--- src/vsc_pkg.sv ---
// ----------------------------------------------------------------------------
// vsc_pkg: shared types and constants of the voxel slab column decoder
// Request and result layouts, kind codes and result queue sizing.
// ----------------------------------------------------------------------------
`default_nettype none

package vsc_pkg;

  // Request type codes.
  localparam logic REQ_BEGIN = 1'b0;
  localparam logic REQ_DATA  = 1'b1;

  // Result kind codes.
  localparam logic [1:0] KIND_VOXEL = 2'd0;
  localparam logic [1:0] KIND_FILL  = 2'd1;
  localparam logic [1:0] KIND_ERROR = 2'd2;

  // Bit positions in the face-mask byte.
  localparam int UP_BIT   = 4;
  localparam int DOWN_BIT = 5;

  // Result queue sizing.
  localparam int QDEPTH = 4;
  localparam int QPTR_W = $clog2(QDEPTH);
  localparam int QCNT_W = $clog2(QDEPTH + 1);

  // One accepted request.
  typedef struct packed {
    logic        req_type;
    logic [7:0]  column_x;
    logic [7:0]  column_depth;
    logic [15:0] column_bytes;
    logic [7:0]  data_byte;
  } req_t;

  // One result item.
  typedef struct packed {
    logic [1:0] kind;
    logic [7:0] x;
    logic [7:0] depth;
    logic [7:0] height_low;
    logic [7:0] height_high;
    logic [7:0] color_index;
    logic       last;
  } result_t;

endpackage

`default_nettype wire

--- src/vsc_core.sv ---
// ----------------------------------------------------------------------------
// vsc_core: slab parser state and per-request result generation
// Holds the column and slab state and turns one request into up to two
// results combinationally.
// ----------------------------------------------------------------------------
`default_nettype none

module vsc_core #(
  parameter int MAX_WIDTH = 256,
  parameter int MAX_DEPTH = 256
) (
  input  wire logic            clk,
  input  wire logic            rst_n,
  input  wire logic            req_fire,
  input  wire vsc_pkg::req_t   req,
  input  wire logic [7:0]      volume_height,
  output vsc_pkg::result_t     res0,
  output vsc_pkg::result_t     res1,
  output logic [1:0]           res_count
);

  typedef enum logic [1:0] {
    PH_TOP,
    PH_LEN,
    PH_FACE,
    PH_COLOR
  } phase_t;

  localparam logic [8:0] MaxW = 9'(MAX_WIDTH);
  localparam logic [8:0] MaxD = 9'(MAX_DEPTH);

  // Parser state.
  phase_t      phase_r, phase_nxt;
  logic [7:0]  top_r, top_nxt;
  logic [7:0]  len_r, len_nxt;
  logic [7:0]  seen_r, seen_nxt;
  logic [1:0]  face_r, face_nxt;
  logic [16:0] left_r, left_nxt;
  logic [7:0]  x_r, x_nxt;
  logic [7:0]  depth_r, depth_nxt;
  logic [8:0]  pse_r, pse_nxt;
  logic [7:0]  colour_r, colour_nxt;
  logic        cvalid_r, cvalid_nxt;

  logic        in_plane;
  logic [1:0]  face_in;
  logic [7:0]  seen_inc;

  // Voxel placement for the current colour byte.
  logic [8:0]  vox_z;
  logic        vox_ok;
  logic [7:0]  vox_h;

  // Fill span of a completed slab.
  logic [1:0]         fin_face;
  logic               fin_cvalid;
  logic [7:0]         fin_colour;
  logic signed [10:0] fill_lo;
  logic signed [10:0] fill_hi_raw;
  logic signed [10:0] vmax;
  logic signed [10:0] fill_hi;
  logic signed [10:0] fill_low_d;
  logic signed [10:0] fill_high_d;
  logic               fill_ok;
  vsc_pkg::result_t   base_res;
  vsc_pkg::result_t   vox_res;
  vsc_pkg::result_t   fill_res;

  assign in_plane = ({1'b0, x_r} < MaxW) && ({1'b0, depth_r} < MaxD);
  assign face_in  = {req.data_byte[vsc_pkg::DOWN_BIT], req.data_byte[vsc_pkg::UP_BIT]};
  assign seen_inc = seen_r + 8'd1;

  assign vox_z  = {1'b0, top_r} + {1'b0, seen_r};
  assign vox_ok = (vox_z < {1'b0, volume_height}) && in_plane;
  assign vox_h  = volume_height - 8'd1 - vox_z[7:0];

  // A slab completes on its face byte or on its last colour byte.
  assign fin_face   = (phase_r == PH_FACE) ? face_in : face_r;
  assign fin_cvalid = (phase_r == PH_COLOR) ? 1'b1 : cvalid_r;
  assign fin_colour = (phase_r == PH_COLOR) ? req.data_byte : colour_r;

  assign fill_lo     = $signed({2'b00, pse_r}) + 11'sd1;
  assign fill_hi_raw = $signed({3'b000, top_r}) - 11'sd1;
  assign vmax        = $signed({3'b000, volume_height}) - 11'sd1;
  assign fill_hi     = (fill_hi_raw > vmax) ? vmax : fill_hi_raw;
  assign fill_ok     = !fin_face[0] && fin_cvalid && in_plane && (fill_lo <= fill_hi);
  assign fill_low_d  = vmax - fill_hi;
  assign fill_high_d = vmax - fill_lo;

  always_comb begin
    base_res             = '0;
    base_res.x           = x_r;
    base_res.depth       = depth_r;

    vox_res              = base_res;
    vox_res.kind         = vsc_pkg::KIND_VOXEL;
    vox_res.height_low   = vox_h;
    vox_res.height_high  = vox_h;
    vox_res.color_index  = req.data_byte;

    fill_res             = base_res;
    fill_res.kind        = vsc_pkg::KIND_FILL;
    fill_res.height_low  = fill_low_d[7:0];
    fill_res.height_high = fill_high_d[7:0];
    fill_res.color_index = fin_colour;
  end

  // Next state and results for the request at the input register.
  always_comb begin
    logic finish;
    finish     = 1'b0;
    phase_nxt  = phase_r;
    top_nxt    = top_r;
    len_nxt    = len_r;
    seen_nxt   = seen_r;
    face_nxt   = face_r;
    left_nxt   = left_r;
    x_nxt      = x_r;
    depth_nxt  = depth_r;
    pse_nxt    = pse_r;
    colour_nxt = colour_r;
    cvalid_nxt = cvalid_r;
    res0       = '0;
    res1       = '0;
    res_count  = 2'd0;

    if (req.req_type == vsc_pkg::REQ_BEGIN) begin
      x_nxt     = req.column_x;
      depth_nxt = req.column_depth;
      left_nxt  = {1'b0, req.column_bytes};
      phase_nxt = PH_TOP;
      seen_nxt  = 8'd0;
    end else if (left_r == 17'd0) begin
      // Stray byte outside any column: report it, keep the state.
      res0      = base_res;
      res0.kind = vsc_pkg::KIND_ERROR;
      res_count = 2'd1;
    end else begin
      left_nxt = left_r - 17'd1;
      unique case (phase_r)
        PH_TOP: begin
          top_nxt   = req.data_byte;
          phase_nxt = PH_LEN;
        end
        PH_LEN: begin
          len_nxt   = req.data_byte;
          phase_nxt = PH_FACE;
        end
        PH_FACE: begin
          face_nxt = face_in;
          seen_nxt = 8'd0;
          if (len_r == 8'd0) begin
            finish = 1'b1;
          end else begin
            phase_nxt = PH_COLOR;
          end
        end
        PH_COLOR: begin
          if (vox_ok) begin
            res0      = vox_res;
            res_count = 2'd1;
          end
          colour_nxt = req.data_byte;
          cvalid_nxt = 1'b1;
          seen_nxt   = seen_inc;
          finish     = (seen_inc >= len_r);
        end
        default: begin
          phase_nxt = PH_TOP;
        end
      endcase

      if (finish) begin
        if (fill_ok) begin
          if (res_count == 2'd0) begin
            res0 = fill_res;
          end else begin
            res1 = fill_res;
          end
          res_count = res_count + 2'd1;
        end
        if (!fin_face[1]) begin
          pse_nxt = {1'b0, top_r} + {1'b0, len_r};
        end
        phase_nxt = PH_TOP;
      end
    end

    // Mark the final result of this request.
    if (res_count == 2'd1) begin
      res0.last = 1'b1;
    end else if (res_count == 2'd2) begin
      res1.last = 1'b1;
    end
  end

  // State registers, updated when the request leaves the input register.
  always_ff @(posedge clk) begin
    if (!rst_n) begin
      phase_r  <= PH_TOP;
      top_r    <= '0;
      len_r    <= '0;
      seen_r   <= '0;
      face_r   <= '0;
      left_r   <= '0;
      x_r      <= '0;
      depth_r  <= '0;
      pse_r    <= '0;
      colour_r <= '0;
      cvalid_r <= 1'b0;
    end else if (req_fire) begin
      phase_r  <= phase_nxt;
      top_r    <= top_nxt;
      len_r    <= len_nxt;
      seen_r   <= seen_nxt;
      face_r   <= face_nxt;
      left_r   <= left_nxt;
      x_r      <= x_nxt;
      depth_r  <= depth_nxt;
      pse_r    <= pse_nxt;
      colour_r <= colour_nxt;
      cvalid_r <= cvalid_nxt;
    end
  end

endmodule

`default_nettype wire

--- src/vsc_res_fifo.sv ---
// ----------------------------------------------------------------------------
// vsc_res_fifo: result queue
// Takes up to two results per cycle and hands one per cycle to the output while it is ready.
// ----------------------------------------------------------------------------
`default_nettype none

module vsc_res_fifo (
  input  wire logic                          clk,
  input  wire logic                          rst_n,
  input  wire logic [1:0]                    push_count,
  input  wire vsc_pkg::result_t              push0,
  input  wire vsc_pkg::result_t              push1,
  output logic                               room,
  output logic [vsc_pkg::QCNT_W-1:0]         count,
  output logic                               pop_valid,
  input  wire logic                          pop_ready,
  output vsc_pkg::result_t                   pop_data
);

  vsc_pkg::result_t                mem_r [vsc_pkg::QDEPTH];
  logic [vsc_pkg::QPTR_W-1:0]      wr_ptr_r, rd_ptr_r;
  logic [vsc_pkg::QCNT_W-1:0]      count_r;
  logic [vsc_pkg::QPTR_W-1:0]      wr_ptr1;
  logic                            pop;

  // Room for a full pair of results, judged on the stored count only.
  assign room      = (count_r <= vsc_pkg::QCNT_W'(vsc_pkg::QDEPTH - 2));
  assign count     = count_r;
  assign pop_valid = (count_r != '0);
  assign pop       = pop_valid && pop_ready;
  assign pop_data  = mem_r[rd_ptr_r];
  assign wr_ptr1   = wr_ptr_r + vsc_pkg::QPTR_W'(1);

  // Storage writes.
  always_ff @(posedge clk) begin
    if (push_count != 2'd0) begin
      mem_r[wr_ptr_r] <= push0;
    end
    if (push_count == 2'd2) begin
      mem_r[wr_ptr1] <= push1;
    end
  end

  // Pointers and fill count.
  always_ff @(posedge clk) begin
    if (!rst_n) begin
      wr_ptr_r <= '0;
      rd_ptr_r <= '0;
      count_r  <= '0;
    end else begin
      wr_ptr_r <= wr_ptr_r + vsc_pkg::QPTR_W'(push_count);
      if (pop) begin
        rd_ptr_r <= rd_ptr_r + vsc_pkg::QPTR_W'(1);
      end
      count_r <= count_r + vsc_pkg::QCNT_W'(push_count) - vsc_pkg::QCNT_W'(pop);
    end
  end

endmodule

`default_nettype wire

--- src/voxel_slab_column_decoder.sv ---
// ----------------------------------------------------------------------------
// voxel_slab_column_decoder: slab stream decoder for one voxel column at a time
// How to use it:
//   The in_ channel takes requests: a begin-column request (in_req_type 0)
//   sets x, depth and the slab byte count; data requests (in_req_type 1)
//   then bring the slab top, length, face mask and colour bytes.
//   The out_ channel returns voxel writes, fill spans and stray-byte errors;
//   out_last marks the final result of a request. A request may give none,
//   one or two results.
//   The cfg_ channel writes volume_height; cfg_ready is always high. Write it
//   only while no request is in flight.
//   A request is held in the input register; its results are written to a
//   four-entry result queue when the request leaves that register and can
//   be taken from the queue after that.
//   Throughput: one request per cycle while the queue holds two entries or
//   fewer; the output drains one result per cycle, so a stream of requests
//   that give two results is held back by the output in steady state.
//   When the receiver stalls, the queue fills and in_ready drops; no result
//   is lost. Reset clears the parser state, the queue and the input register
//   and sets volume_height to 255. There is no clearing pass.
// ----------------------------------------------------------------------------
`default_nettype none

module voxel_slab_column_decoder #(
  parameter int MAX_WIDTH = 256,
  parameter int MAX_DEPTH = 256
) (
  input  wire logic        clk,
  input  wire logic        rst_n,
  // Request channel.
  input  wire logic        in_valid,
  output logic             in_ready,
  input  wire logic        in_req_type,
  input  wire logic [7:0]  in_column_x,
  input  wire logic [7:0]  in_column_depth,
  input  wire logic [15:0] in_column_bytes,
  input  wire logic [7:0]  in_data_byte,
  // Result channel.
  output logic             out_valid,
  input  wire logic        out_ready,
  output logic [1:0]       out_kind,
  output logic [7:0]       out_x,
  output logic [7:0]       out_depth,
  output logic [7:0]       out_height_low,
  output logic [7:0]       out_height_high,
  output logic [7:0]       out_color_index,
  output logic             out_last,
  // Configuration write channel.
  input  wire logic        cfg_valid,
  output logic             cfg_ready,
  input  wire logic [7:0]  cfg_data
);

  logic                          stage_valid_r;
  vsc_pkg::req_t                 stage_r;
  logic                          stage_fire;
  logic [7:0]                    vheight_r;
  logic                          q_room;
  logic [vsc_pkg::QCNT_W-1:0]    q_count;
  logic [1:0]                    res_count;
  logic [1:0]                    push_count;
  vsc_pkg::result_t              res0, res1;
  vsc_pkg::result_t              head;

  // Input register: refills whenever its request moves on.
  assign stage_fire = stage_valid_r && q_room;
  assign in_ready   = !stage_valid_r || q_room;
  assign cfg_ready  = 1'b1;

  always_ff @(posedge clk) begin
    if (!rst_n) begin
      stage_valid_r <= 1'b0;
    end else if (in_ready) begin
      stage_valid_r <= in_valid;
    end
  end

  always_ff @(posedge clk) begin
    if (in_valid && in_ready) begin
      stage_r.req_type     <= in_req_type;
      stage_r.column_x     <= in_column_x;
      stage_r.column_depth <= in_column_depth;
      stage_r.column_bytes <= in_column_bytes;
      stage_r.data_byte    <= in_data_byte;
    end
  end

  // Volume height register.
  always_ff @(posedge clk) begin
    if (!rst_n) begin
      vheight_r <= 8'd255;
    end else if (cfg_valid && cfg_ready) begin
      vheight_r <= cfg_data;
    end
  end

  // Parser and result generation.
  vsc_core #(
    .MAX_WIDTH (MAX_WIDTH),
    .MAX_DEPTH (MAX_DEPTH)
  ) u_core (
    .clk           (clk),
    .rst_n         (rst_n),
    .req_fire      (stage_fire),
    .req           (stage_r),
    .volume_height (vheight_r),
    .res0          (res0),
    .res1          (res1),
    .res_count     (res_count)
  );

  assign push_count = stage_fire ? res_count : 2'd0;

  // Result queue.
  vsc_res_fifo u_fifo (
    .clk        (clk),
    .rst_n      (rst_n),
    .push_count (push_count),
    .push0      (res0),
    .push1      (res1),
    .room       (q_room),
    .count      (q_count),
    .pop_valid  (out_valid),
    .pop_ready  (out_ready),
    .pop_data   (head)
  );

  assign out_kind        = head.kind;
  assign out_x           = head.x;
  assign out_depth       = head.depth;
  assign out_height_low  = head.height_low;
  assign out_height_high = head.height_high;
  assign out_color_index = head.color_index;
  assign out_last        = head.last;

  // The queue never holds more than its depth.
  a_queue_bound: assert property (@(posedge clk) disable iff (!rst_n)
    q_count <= vsc_pkg::QCNT_W'(vsc_pkg::QDEPTH))
    else $error("result queue overflow");

  // A request moves on only with room for a full pair of results.
  a_push_room: assert property (@(posedge clk) disable iff (!rst_n)
    (push_count != 2'd0) |-> q_room)
    else $error("results pushed without room");

  // A stray-byte error is always the only and last result of its request.
  a_error_last: assert property (@(posedge clk) disable iff (!rst_n)
    (out_valid && out_kind == vsc_pkg::KIND_ERROR) |-> out_last)
    else $error("error result not marked last");

  // Results never carry an undefined kind.
  a_kind_code: assert property (@(posedge clk) disable iff (!rst_n)
    out_valid |-> (out_kind == vsc_pkg::KIND_VOXEL || out_kind == vsc_pkg::KIND_FILL ||
                   out_kind == vsc_pkg::KIND_ERROR))
    else $error("undefined result kind");

endmodule

`default_nettype wire

--- config.mk ---
export PLATFORM = sky130hd
export DESIGN_NAME = voxel_slab_column_decoder
export DESIGN_NICKNAME = d
export VERILOG_FILES = /design/src/vsc_pkg.sv /design/src/vsc_core.sv /design/src/vsc_res_fifo.sv /design/src/voxel_slab_column_decoder.sv
export SDC_FILE = /design/constraint.sdc
export NUM_CORES = 1
export LEC_CHECK = 0
export ABC_CLOCK_PERIOD_IN_PS = 15500
export CORE_MARGIN = 2
export CORE_UTILIZATION = 65
export DETAILED_ROUTE_END_ITERATION = 10
export DONT_BUFFER_PORTS = 1
export PLACE_DENSITY = 0.81
export SLEW_MARGIN = 10
export SYNTH_ARGS = -nofsm -noshare
export SYNTH_HDL_FRONTEND = slang
export SYNTH_HIERARCHICAL = 1
export SYNTH_SLANG_ARGS = --single-unit
--- constraint.sdc ---
create_clock -name clk -period 15.5 [get_ports clk]
set_input_delay 3.1 -clock clk [delete_from_list [all_inputs] [get_ports clk]]
set_output_delay 3.1 -clock clk [all_outputs]
set_load 0.005 [all_outputs]
# ---- After elaboration in Yosys (flattened, before gate mapping)
# Memories as Yosys holds them, arrays and structs flattened. A register that Yosys moved wholly into a read port is not among the register bits.
# Cells that the tools add are included.
dict set report totals {
  ff_bits 136
  ram_bits 172
  inputBits 54
  elab_cells 127
  n_memories 1
}
# name words word_bits rd rd_clocked_by_memory_dff wr line_no
set memory_table {}
lappend memory_table {u_fifo.mem_r 4 43 1 1 2 vsc_res_fifo.sv:20} ;# vsc_pkg::result_t mem_r [vsc_pkg::QDEPTH];
dict set report classes {
  add_sub_neg 17
  n_lt_le_gt_ge 5
  eq_ne 10
  mux 48
  bitwise 3
  reduce_logical 22
}
# cell count
set op_table {}
lappend op_table {{$mux 43} 10}
lappend op_table {{$mux 42} 1}
lappend op_table {{$mux 41} 1}
lappend op_table {{$mux 17} 2}
lappend op_table {{$mux 2} 15}
lappend op_table {{$mux 8} 3}
lappend op_table {{$sub 8x8->8} 3}
lappend op_table {{$add 8x8->9} 2}
lappend op_table {{$sub 8x1->9 const B} 2}
lappend op_table {{$logic_not 17->1} 1}
lappend op_table {{$sub 17x1->17 const B} 1}
lappend op_table {{$pmux 8 s2} 1}
lappend op_table {{$mux 1} 12}
lappend op_table {{$reduce_and 4->1} 3}
lappend op_table {{$le 11x11->1} 1}
lappend op_table {{$mux 11} 1}
lappend op_table {{$add 9x1->10 const B} 1}
lappend op_table {{$gt 9x9->1} 1}
lappend op_table {{$lt 9x8->1} 1}
lappend op_table {{$add 8x1->8 const B} 1}
lappend op_table {{$eq 2x2->1 const B} 4}
lappend op_table {{$ge 8x8->1} 1}
lappend op_table {{$logic_not 8->1} 1}
lappend op_table {{$sub 8x1->8 const B} 1}
lappend op_table {{other kinds (22)} 35}

# ---- Depth between registers and ports, before layout
# Gate-level depths: netlist of run 1.
dict set report logic_depth {
  depth_word 15
  mapped_depth 35
  mapped_depth_nobuf 31
}

# ---- Modules after synthesis
# The synthesis of run 1 kept the hierarchy.
# module instances cells_per_inst area_per_inst_um2 seq_area_each_um2
set modules_own_cells {}
lappend modules_own_cells {vsc_res_fifo 1 471 8894.8 5345.1}
lappend modules_own_cells {vsc_core 1 1002 7684.9 1581.5}
lappend modules_own_cells {voxel_slab_column_decoder 1 77 1601.5 1411.4}

# ---- Least setup slack after synthesis of run 1
# OpenSTA, ideal clock, no wires.
dict set report synth_timing {
  path_type {reg-to-reg}
  startpoint {register u_core.top_r[3]}
  endpoint {memory u_fifo/mem_r[2][0] (netlist name) (enable)}
  t_arrival_ns 8.583
  required_ns 15.042
  path_slack_ns 6.459
  stages_incl_launch_ff 32
  path_buffers 3
  path_cell_list {dfxtp_1 buf_6 or3_1 nor3_1 and3_1 xnor2_1 inv_1 ha_1 nand2_1 or4_4 o31a_1 a21oi_1 nor2_1 a21oi_1 inv_1 ha_1 nor2b_1 o21a_1 o21a_1 a2111o_1 a2111o_1 o211ai_2 buf_2 nor2_1 ha_1 inv_1 a21oi_1 a21oi_1 and3_1 buf_2 or3b_2 a21oi_1}
}
# element line_no
set synth_lines {}
lappend synth_lines {{start: declaration} vsc_core.sv:34} ;# logic [7:0] top_r, top_nxt;
lappend synth_lines {{start signal: assignment} vsc_core.sv:213} ;# top_r <= top_nxt;
lappend synth_lines {{end: declaration} vsc_res_fifo.sv:20}

==> results of run 1 <==
[worst register-to-register path: cells and delay by family (launching register included)]
kind / cells / cell delay, ns
compound gates: 11 / 2.68
fa+ha+maj: 3 / 1.19
buf+inv: 3 / 0.69
flops: 1 / 0.37
simple gates: 10 / 2.81
[Yosys cell counts, types with 7 or more instances]
cell type / instances
a211oi_1: 16
a211oi_2: 12
a21o_1: 26
a21oi_1: 87
and2_1: 14
and3_1: 15
buf_2: 17
buf_4: 13
buf_6: 10
clkbuf_1: 41
dfxtp_1: 97
edfxtp_1: 213
ha_1: 78
inv_1: 86
mux2_2: 153
mux2_4: 21
mux2i_1: 41
mux4_2: 43
nand2_1: 101
nand2b_1: 14
nand3_1: 37
nand4_1: 14
nor2_1: 92
nor2_2: 20
nor2b_1: 16
nor3_1: 12
nor3b_1: 8
nor4_1: 8
o21a_1: 7
o21ai_0: 33
o21ai_1: 7
o21bai_1: 7
o22ai_1: 8
o311ai_1: 8
or3_1: 10
or4_1: 7
xnor2_1: 33
xor2_1: 20
[power by group through the flow]
| stage | registers, mW | clock network, mW | logic (mW) |
|---|---|---|---|
| after floorplan | 0.953 | 0 | 0.455 |
| after global placement | 0.965 | 0 | 0.571 |
| after detailed placement | 0.967 | 0 | 0.585 |
| after CTS | 0.949 | 0.819 | 0.589 |
| after global routing | 0.955 | 0.844 | 0.650 |
| final | 0.950 | 0.808 | 0.594 |
[per-stage QoR]
stage	worst slack, ns	total power [mW]	cells	cell area (µm²)
after floorplan	6.459	1.409	1550	18180
after global placement	7.638	1.536	1860	18330
after detailed placement	7.454	1.551	1860	18330
after CTS	7.442	2.357	1922	19440
after global routing	6.902	2.450	1922	19440
final	7.343	2.353	1922	19440
[path summary, 6_finish.rpt]
| kind | start | endpoint | slack, ns | cells past startpoint |
|---|---|---|---|---|
| setup / recovery | vheight_r[4] | u_fifo/mem_r[2][24] | 7.34 | 27 |
| hold / removal | u_core/colour_r[7] | u_core/colour_r[7] | 0.45 | 2 |
| setup reg to reg | vheight_r[4] | u_fifo/mem_r[2][24] | 7.34 | 27 |
| hold reg to reg | u_core/colour_r[7] | u_core/colour_r[7] | 0.45 | 2 |
[per-layer routing]
metal	global-route usage [%]	routed length [µm]	up-vias
met5	0	0	-
met4	7.996	911	0
met3	4.395	2564	65
met2	46.27	19720	426
met1	38.93	17790	6042
li1	-	-	5718
[layout make-up]
| type | instances | area [µm²] | share of cell area (%) |
|---|---|---|---|
| Multi-Input combinational cell | 1067 | 9054 | 46.56 |
| Inverter | 87 | 326.6 | 1.680 |
| Timing Repair Buffer | 18 | 135.1 | 0.6950 |
| Tap cell | 378 | 473.0 | 2.432 |
| Sequential cell | 310 | 8341 | 42.90 |
| Clock buffer | 45 | 933.4 | 4.801 |
| Clock inverter | 17 | 181.4 | 0.9331 |
[sequential cells by signal, indices dropped and copies added (netlist names), 9 cells and up, named ones only]
name           flops
stage_r           41
u_core/left_r     17
u_core/pse_r       9
u_fifo/mem_r     172
[logic make-up after synthesis]
group	Yosys count	synth area share [%]
mux	259	18.87
xor+xnor	56	2.890
buf+inv	173	4.556
simple gates	396	11.43
flops	310	45.86
other cells	2	0.04131
compound gates	269	10.27
fa+ha+maj	85	6.084
==> flow_metrics.py, run 1 <==
metrics = {
    "outcome": {
        "status": "finished clean",
    },
    "clock_tree": {
        "clk_pin_slew_ns": 0.06,
        "cts-buffers-inserted": 34,
        "cts_tree": "done",
        "cts_root_buf": "clkbuf_16",
        "clock_sinks": 310,
        "cts_resized": 0,
        "post_cts_buffers": 0,
        "clk_latency_ns": 0.53,
        "cts_buffer_depth": 3,
        "htree_levels": 2,
        "cts_hold_buf": 0,
    },
    "die": {
        "die_h_um": 171.2,
        "core-area_um2": 27630,
        "die-area_um2": 29320,
        "start_util_pct": 65.80,
        "dieWidth_um": 171.2,
        "rows": 61,
        "io-pin-count": 100,
    },
    "timing": {
        "setup_viol": 0,
        "worst_pin_slew_ns": 1.210,
        "period_minus_slack_ns": 8.157,
        "clock.fmax_mhz": 122.6,
        "hold_violations": 0,
        "rsz0062_at_grt": "no",
        "post-route-period-util_pct": 52.63,
        "skew_ns": 0.01546,
        "max_slew_margin_pct": 19.02,
        "slew_violations": 0,
        "hold_slack_ns": 0.4525,
        "fin_tns_setup_ns": 0,
    },
    "power_and_ir_drop": {
        "p_seq_share_pct": 40.4,
        "p_leak_nw": 7.618,
        "combPwrFrac_pct": 25.3,
        "internal-power_mw": 1.629,
        "p_switching_mw": 0.7234,
        "irDropWorstVdd_v": 0.0001196,
        "power_switching_share_pct": 30.75,
        "power.share.clock_pct": 34.4,
        "p_per_area_nw_per_um2": 121.0,
    },
    "drt": {
        "route.antenna.remaining_nets": 0,
        "first_pass_iters": 5,
        "wl_per_cell_um": 21.32,
        "finalWirelength_mm": 40.99,
        "drt_iter0_drc": 1250,
        "vias": 12250,
        "drc_errors": 0,
        "viasPerCell": 6.374,
    },
    "yosys": {
        "synth_area_leaders": "edfxtp_1, dfxtp_1, mux2_2, ha_1, mux4_2",
        "yosys.area.top_type": "edfxtp_1",
        "synthDistinctLibCells": 92,
        "synthCells": 1550,
        "synth_edf_count": 213,
        "yosys_warnings": 6,
        "syn_area_um2": 18180,
        "yosys_most_used_dff": "edfxtp_1",
        "syn_avg_cell_area_um2": 11.73,
        "synth_seq_area_share_pct": 45.86,
        "ys_ff_latch": 310,
        "syn_nets": 1688,
        "synthArstFlopShare_pct": 0,
        "yosys.area.top_type_share_pct": 35.18,
    },
    "final_layout": {
        "drive_above_1_share_pct": 23.32,
        "fillCellCount": 1947,
        "synthToLayoutAreaGrowth_pct": 6.944,
        "n_antenna_cell": 0,
        "layout.cells.most_common": "edfxtp_1",
        "final_cell_mix": "edfxtp_1, mux2_2, nand2_1, dfxtp_1, nor2_1",
        "final_util_pct": 70.37,
        "fin_nets": 1656,
    },
    "hold_path": {
        "worstHoldPathType": "reg2reg",
    },
    "worst_setup_path": {
        "cpMostUsedCell": "a21oi_1",
        "critical_path_class": "reg2reg",
        "worstPathArrival_ns": 8.30,
        "required_ns": 15.64,
        "worstSetupEndpointType": "flip-flop",
        "startpoint_type": "flip-flop",
        "critical_path_buf_inv_count": 3,
        "critPathSlowestCell": "or4_4",
        "max_stage_delay_ns": 0.60,
        "critPathTopFamily": "simple AND/OR/NAND/NOR gates",
        "path_max_fanout": 43,
    },
    "grt": {
        "grt_pass1_wl_mm": 64.83,
        "grt_max_degree": 55,
        "grt_pass1_vias": 11960,
        "grt_use_total_pct": 28.12,
        "antenna_found_initial": 0,
        "grt-ovfl-total": 0,
    },
    "place": {
        "gp_congestion": 0.9494,
        "io_buffers": 0,
        "hpwl_mm": 26.61,
    },
    "job": {
        "drv_cap": 0,
    },
}
Note: power is estimated with default switching activity, not from simulation.
==> inputs of run 2 (changes only) <==
- ABC_AREA: not set -> 1
- ABC_CLOCK_PERIOD_IN_PS: 15500 -> 7900
- clock period: 15.5 -> 7.9 ns (I/O delays scaled with it)
==> flow_metrics.py, run 2 <==
metrics = {
    "outcome": {
        "status": "finished clean",
    },
    "clock_tree": {
        "clock_sinks": 310,
        "htree_levels": 2,
        "cts_hold_buf": 0,
        "cts_buffer_depth": 3,
        "post_cts_buffers": 0,
        "cts_resized": 0,
        "clk_latency_ns": 0.52,
        "clk_pin_slew_ns": 0.06,
        "cts_root_buf": "clkbuf_16",
        "cts_tree": "done",
        "cts-buffers-inserted": 34,
    },
    "timing": {
        "max_slew_margin_pct": 35.97,
        "skew_ns": 0.01100,
        "hold_violations": 0,
        "rsz0062_at_grt": "no",
        "period_minus_slack_ns": 7.098,
        "fin_tns_setup_ns": 0,
        "setup_viol": 0,
        "worst_pin_slew_ns": 0.9523,
        "slew_violations": 0,
        "clock.fmax_mhz": 140.9,
        "post-route-period-util_pct": 89.85,
    },
    "final_layout": {
        "multi_input_area_um2": 8393,
        "seq_area_um2": 8339,
        "synthToLayoutAreaGrowth_pct": 6.296,
        "layout.cells.most_common": "nand2_1",
        "final_cell_mix": "nand2_1, o21ai_0, inv_1, edfxtp_1, nor2_1",
        "fillCellCount": 2134,
        "largest_reg_flops": 172,
        "n_antenna_cell": 0,
        "fin_nets": 2311,
        "largest-register": "u_fifo/mem_r",
        "reg.largest.list": "u_fifo/mem_r x172, stage_r x41, u_core/left_r x17",
        "drive_above_1_share_pct": 6.785,
    },
    "die": {
        "start_util_pct": 65.99,
        "core-area_um2": 27710,
        "rows": 61,
        "dieWidth_um": 171.7,
        "die_h_um": 171.7,
        "io-pin-count": 100,
        "die-area_um2": 29480,
    },
    "drt": {
        "drc_errors": 0,
        "viasPerCell": 5.934,
        "first_pass_iters": 8,
        "drt_iter0_drc": 1776,
        "route.antenna.remaining_nets": 0,
        "vias": 15270,
        "finalWirelength_mm": 45.05,
        "wl_per_cell_um": 17.50,
    },
    "grt": {
        "antenna_found_initial": 1,
        "grt_max_degree": 78,
        "grt_pass1_vias": 13890,
        "grt_pass1_wl_mm": 71.08,
        "grt_use_total_pct": 30.39,
        "grt-ovfl-total": 0,
    },
    "yosys": {
        "synthArstFlopShare_pct": 0,
        "syn_area_um2": 18280,
        "synthTopCellsByCount": "nand2_1, o21ai_0, inv_1",
        "synth_seq_area_share_pct": 45.61,
        "yosys_most_used_dff": "edfxtp_1",
        "synthDistinctLibCells": 54,
        "synth_most_common_cell": "nand2_1",
        "syn_nets": 2375,
        "yosys.area.top_type_share_pct": 34.98,
        "synth_edf_count": 213,
        "yosys_warnings": 6,
        "yosys.area.top_type": "edfxtp_1",
        "synthCells": 2237,
        "syn_avg_cell_area_um2": 8.173,
        "synth_area_leaders": "edfxtp_1, dfxtp_1, o21ai_0, nand2_1, ha_1",
        "ys_ff_latch": 310,
    },
    "power_and_ir_drop": {
        "p_leak_nw": 7.320,
        "internal-power_mw": 3.399,
        "p_switching_mw": 2.112,
        "combPwrFrac_pct": 36.0,
        "power_switching_share_pct": 38.32,
        "p_per_area_nw_per_um2": 283.6,
        "p_total_mw": 5.510,
        "power.share.clock_pct": 28.9,
        "p_seq_share_pct": 35.1,
        "irDropWorstVdd_v": 0.0002248,
    },
    "worst_setup_path": {
        "cpMostUsedCell": "o21ai_0",
        "required_ns": 8.13,
        "critPathSlowestCell": "buf_4",
        "path_max_fanout": 66,
        "critical_path_class": "reg2reg",
        "max_stage_delay_ns": 0.63,
        "worstPathArrival_ns": 7.33,
        "worstSetupEndpointType": "flip-flop",
        "startpoint_type": "flip-flop",
    },
    "place": {
        "hpwl_mm": 30.39,
        "gp_congestion": 0.9197,
        "io_buffers": 0,
    },
    "job": {
        "drv_cap": 0,
    },
    "hold_path": {
        "worstHoldPathType": "reg2reg",
    },
}
run 2: routing by layer:
metal  global-route usage [%]  up-vias  wire, µm
li1                         -     7436         -
met1                    42.47     7044     19170
met2                    49.28      700     20890
met3                    5.269       91      4109
met4                    7.811        2       857
met5                        0        -        13
run 2: layout make-up:
| cell class | count | share of cell area [%] |
|---|---|---|
| Clock buffer | 43 | 4.661 |
| Clock inverter | 16 | 1.088 |
| Inverter | 260 | 5.022 |
| Multi-Input combinational cell | 1549 | 43.19 |
| Sequential cell | 310 | 42.91 |
| Tap cell | 378 | 2.434 |
| Timing Repair Buffer | 18 | 0.6953 |
run 2: final timing paths:
kind	from	endpoint	cells past startpoint	slack, ns
setup / recovery	vheight_r[0]	u_fifo/mem_r[3][13]	35	0.80
setup reg to reg	vheight_r[0]	u_fifo/mem_r[3][13]	35	0.80
hold / removal	u_core/face_r[0]	u_core/face_r[0]	2	0.46
hold reg to reg	u_core/face_r[0]	u_core/face_r[0]	2	0.46
run 2: power by group through the flow:
stage               Sequential [mW]  Combinational [mW]  Clock [mW]
CTS                            1.93                1.95        1.61
floorplan                      1.95                1.50           0
global route                   1.95                2.21        1.68
global placement               1.96                1.89           0
detailed placement             1.97                1.93           0
finish                         1.94                1.98        1.59
run 2: logic make-up (layout without fill, tap and decap cells):
logic type                 Yosys count  in the layout  share of synthesized area [%]
adders and majority gates           84             84                          5.995
xor gates and xnor gates            49             49                          2.347
other                                2              2                        0.04108
DFF                                310            310                          45.61
buffers and inverters              378            337                          8.712
AOI/OAI and AO/OA                  623            623                          18.09
and+or+nand+nor                    791            791                          19.20
run 2: stage by stage:
stage	std cells	util [%]	worst slack, ns	area [µm²]	hold WS, ns
finish	2574	70.14	0.8016	19430	0.4644
global route	2574	70.14	0.02541	19430	0.4855
CTS	2574	70.14	0.9374	19430	0.4671
detailed placement	2515	66.11	1.033	18320	0.4555
global placement	2515	66.11	1.310	18320	0.4339
floorplan	2237	-	0.7921	18290	0.4245
run 2: worst max-delay path, delay by kind of cell (launching register included):
family / cells / cell delay (ns)
compound gates: 9 / 1.48
buf+inv: 7 / 1.33
xor+xnor: 1 / 0.41
fa+ha+maj: 4 / 1.21
simple gates: 14 / 1.85
flops: 1 / 0.46
==> inputs of run 3 (changes only) <==
--- a/config.mk
+++ b/config.mk
@@ -11,4 +11,6 @@
 export CORE_UTILIZATION = 65
+export CTS_CLUSTER_SIZE = 20
 export DETAILED_ROUTE_END_ITERATION = 10
 export DONT_BUFFER_PORTS = 1
+export HOLD_SLACK_MARGIN = 0.08
 export PLACE_DENSITY = 0.81
--- a/constraint.sdc
+++ b/constraint.sdc
@@ -3,2 +3,2 @@
 set_output_delay 1.58 -clock clk [all_outputs]
-set_load 0.005 [all_outputs]
+set_load 0.05 [all_outputs]
==> flow_metrics.py, run 3 (synthesis results as in run 2) <==
metrics = {
    "die": {
        "start_util_pct": 65.99,
        "die_h_um": 171.7,
        "io-pin-count": 100,
        "rows": 61,
        "dieWidth_um": 171.7,
        "core-area_um2": 27710,
        "die-area_um2": 29480,
    },
    "timing": {
        "skew_ns": 0.01336,
        "setup_viol": 0,
        "post-route-period-util_pct": 88.79,
        "worst_pin_slew_ns": 1.189,
        "slew_violations": 0,
        "hold_violations": 0,
        "fin_tns_setup_ns": 0,
        "period_minus_slack_ns": 7.015,
        "rsz0062_at_grt": "no",
        "clock.fmax_mhz": 142.6,
        "fin_ws_ns": 0.8853,
        "max_slew_margin_pct": 21.91,
    },
    "drt": {
        "first_pass_iters": 5,
        "drc_errors": 0,
        "vias": 15340,
        "drt_iter0_drc": 1676,
        "finalWirelength_mm": 45.12,
        "route.antenna.remaining_nets": 0,
        "wl_per_cell_um": 17.47,
        "viasPerCell": 5.940,
    },
    "power_and_ir_drop": {
        "p_total_mw": 5.770,
        "p_per_area_nw_per_um2": 296.3,
        "p_seq_share_pct": 33.5,
        "internal-power_mw": 3.380,
        "combPwrFrac_pct": 39.3,
        "power.share.clock_pct": 27.2,
        "p_switching_mw": 2.390,
        "irDropWorstVdd_v": 0.0002158,
        "p_leak_nw": 7.351,
        "power_switching_share_pct": 41.42,
    },
    "job": {
        "drv_cap": 0,
    },
    "clock_tree": {
        "htree_levels": 2,
        "cts-buffers-inserted": 34,
        "cts_buffer_depth": 3,
        "cts_tree": "done",
        "cts_resized": 0,
        "clock_sinks": 310,
        "post_cts_buffers": 0,
        "clk_pin_slew_ns": 0.06,
        "cts_root_buf": "clkbuf_16",
        "cts_hold_buf": 0,
        "clk_latency_ns": 0.52,
    },
    "final_layout": {
        "layout.cells.most_common": "nand2_1",
        "fillCellCount": 2131,
        "final_util_pct": 70.28,
        "multi_input_area_um2": 8393,
        "largest_reg_flops": 172,
        "fin_nets": 2317,
        "reg.largest.list": "u_fifo/mem_r x172, stage_r x41, u_core/left_r x17",
        "final_cell_mix": "nand2_1, o21ai_0, inv_1, edfxtp_1, nor2_1",
        "drive_above_1_share_pct": 7.078,
        "synthToLayoutAreaGrowth_pct": 6.502,
        "n_antenna_cell": 0,
        "fin_area_um2": 19470,
        "largest-register": "u_fifo/mem_r",
        "seq_area_um2": 8339,
    },
    "grt": {
        "grt_max_degree": 87,
        "grt_use_total_pct": 30.27,
        "antenna_found_initial": 2,
        "grt-ovfl-total": 0,
        "grt_pass1_vias": 13950,
        "grt_pass1_wl_mm": 70.73,
    },
    "worst_setup_path": {
        "max_stage_delay_ns": 0.66,
        "cpMostUsedCell": "inv_1",
        "worstSetupEndpointType": "flip-flop",
        "critical_path_class": "reg2reg",
        "critPathSlowestCell": "buf_4",
        "worstPathArrival_ns": 7.25,
        "startpoint_type": "flip-flop",
        "required_ns": 8.13,
        "path_max_fanout": 70,
    },
    "place": {
        "place_area_um2": 18370,
        "io_buffers": 0,
        "hpwl_mm": 30.35,
        "gp_congestion": 0.9765,
        "place_ws_ns": 0.9864,
    },
    "hold_path": {
        "worstHoldPathType": "reg2reg",
    },
    "outcome": {
        "status": "finished clean",
    },
}
-- run 3: cell count changes in the layout (fill, tap and decap cells not counted) --
cell and change:
buf_4 +5, inv_4 -1, buf_12 +1, bufinv_16 -1, clkinvlp_4 -1, clkbuf_1 +1
clkinv_2 +4
-- run 3: per-layer routing --
| metal | share of wire, % | GRT usage [%] | wire length (µm) |
|---|---|---|---|
| met2 | 46 | 48.59 | 20900 |
| met5 | 0.053 | 0 | 24 |
| met1 | 43 | 42.85 | 19390 |
| met3 | 8.5 | 4.326 | 3830 |
| met4 | 2.2 | 8.954 | 971 |
-- run 3: path summary, 6_finish.rpt --
check,start,endpoint,slack [ns],cells past startpoint
max,vheight_r[0],u_fifo/mem_r[3][11],0.89,36
min,u_core/face_r[0],u_core/face_r[0],0.45,2
max reg2reg,vheight_r[0],u_fifo/mem_r[3][11],0.89,36
min reg2reg,u_core/face_r[0],u_core/face_r[0],0.45,2
-- run 3: power groups by stage --
| stage | Combinational (mW) | Clock (mW) | Sequential, mW |
|---|---|---|---|
| floorplan | 1.79 | 0 | 1.95 |
| global placement | 2.19 | 0 | 1.96 |
| CTS | 2.25 | 1.59 | 1.93 |
| finish | 2.27 | 1.57 | 1.94 |
| global route | 2.49 | 1.65 | 1.95 |
| detailed placement | 2.24 | 0 | 1.97 |
-- run 3: critical path, delay by kind of cell, from the launching register on --
| family | cells | cell delay (ns) |
|---|---|---|
| adders and majority gates | 4 | 1.26 |
| DFF | 1 | 0.38 |
| AOI/OAI and AO/OA | 7 | 1.25 |
| and+or+nand+nor | 17 | 2.35 |
| buffers and inverters | 8 | 1.46 |
-- run 3: layout make-up --
| class | count | share of cell area, % |
|---|---|---|
| clock buffers | 44 | 4.672 |
| clock inverters | 17 | 0.9639 |
| inverters | 260 | 5.012 |
| multi-input cells | 1549 | 43.10 |
| flip-flops and latches | 310 | 42.83 |
| well taps | 378 | 2.429 |
| repair buffers | 24 | 0.9896 |
-- run 3: stage by stage --
stage	hold WS [ns]	instances
global route	0.4871	2582
global placement	0.4340	2521
finish	0.4506	2582
detailed placement	0.4425	2521
floorplan	0.4245	2237
CTS	0.4500	2582
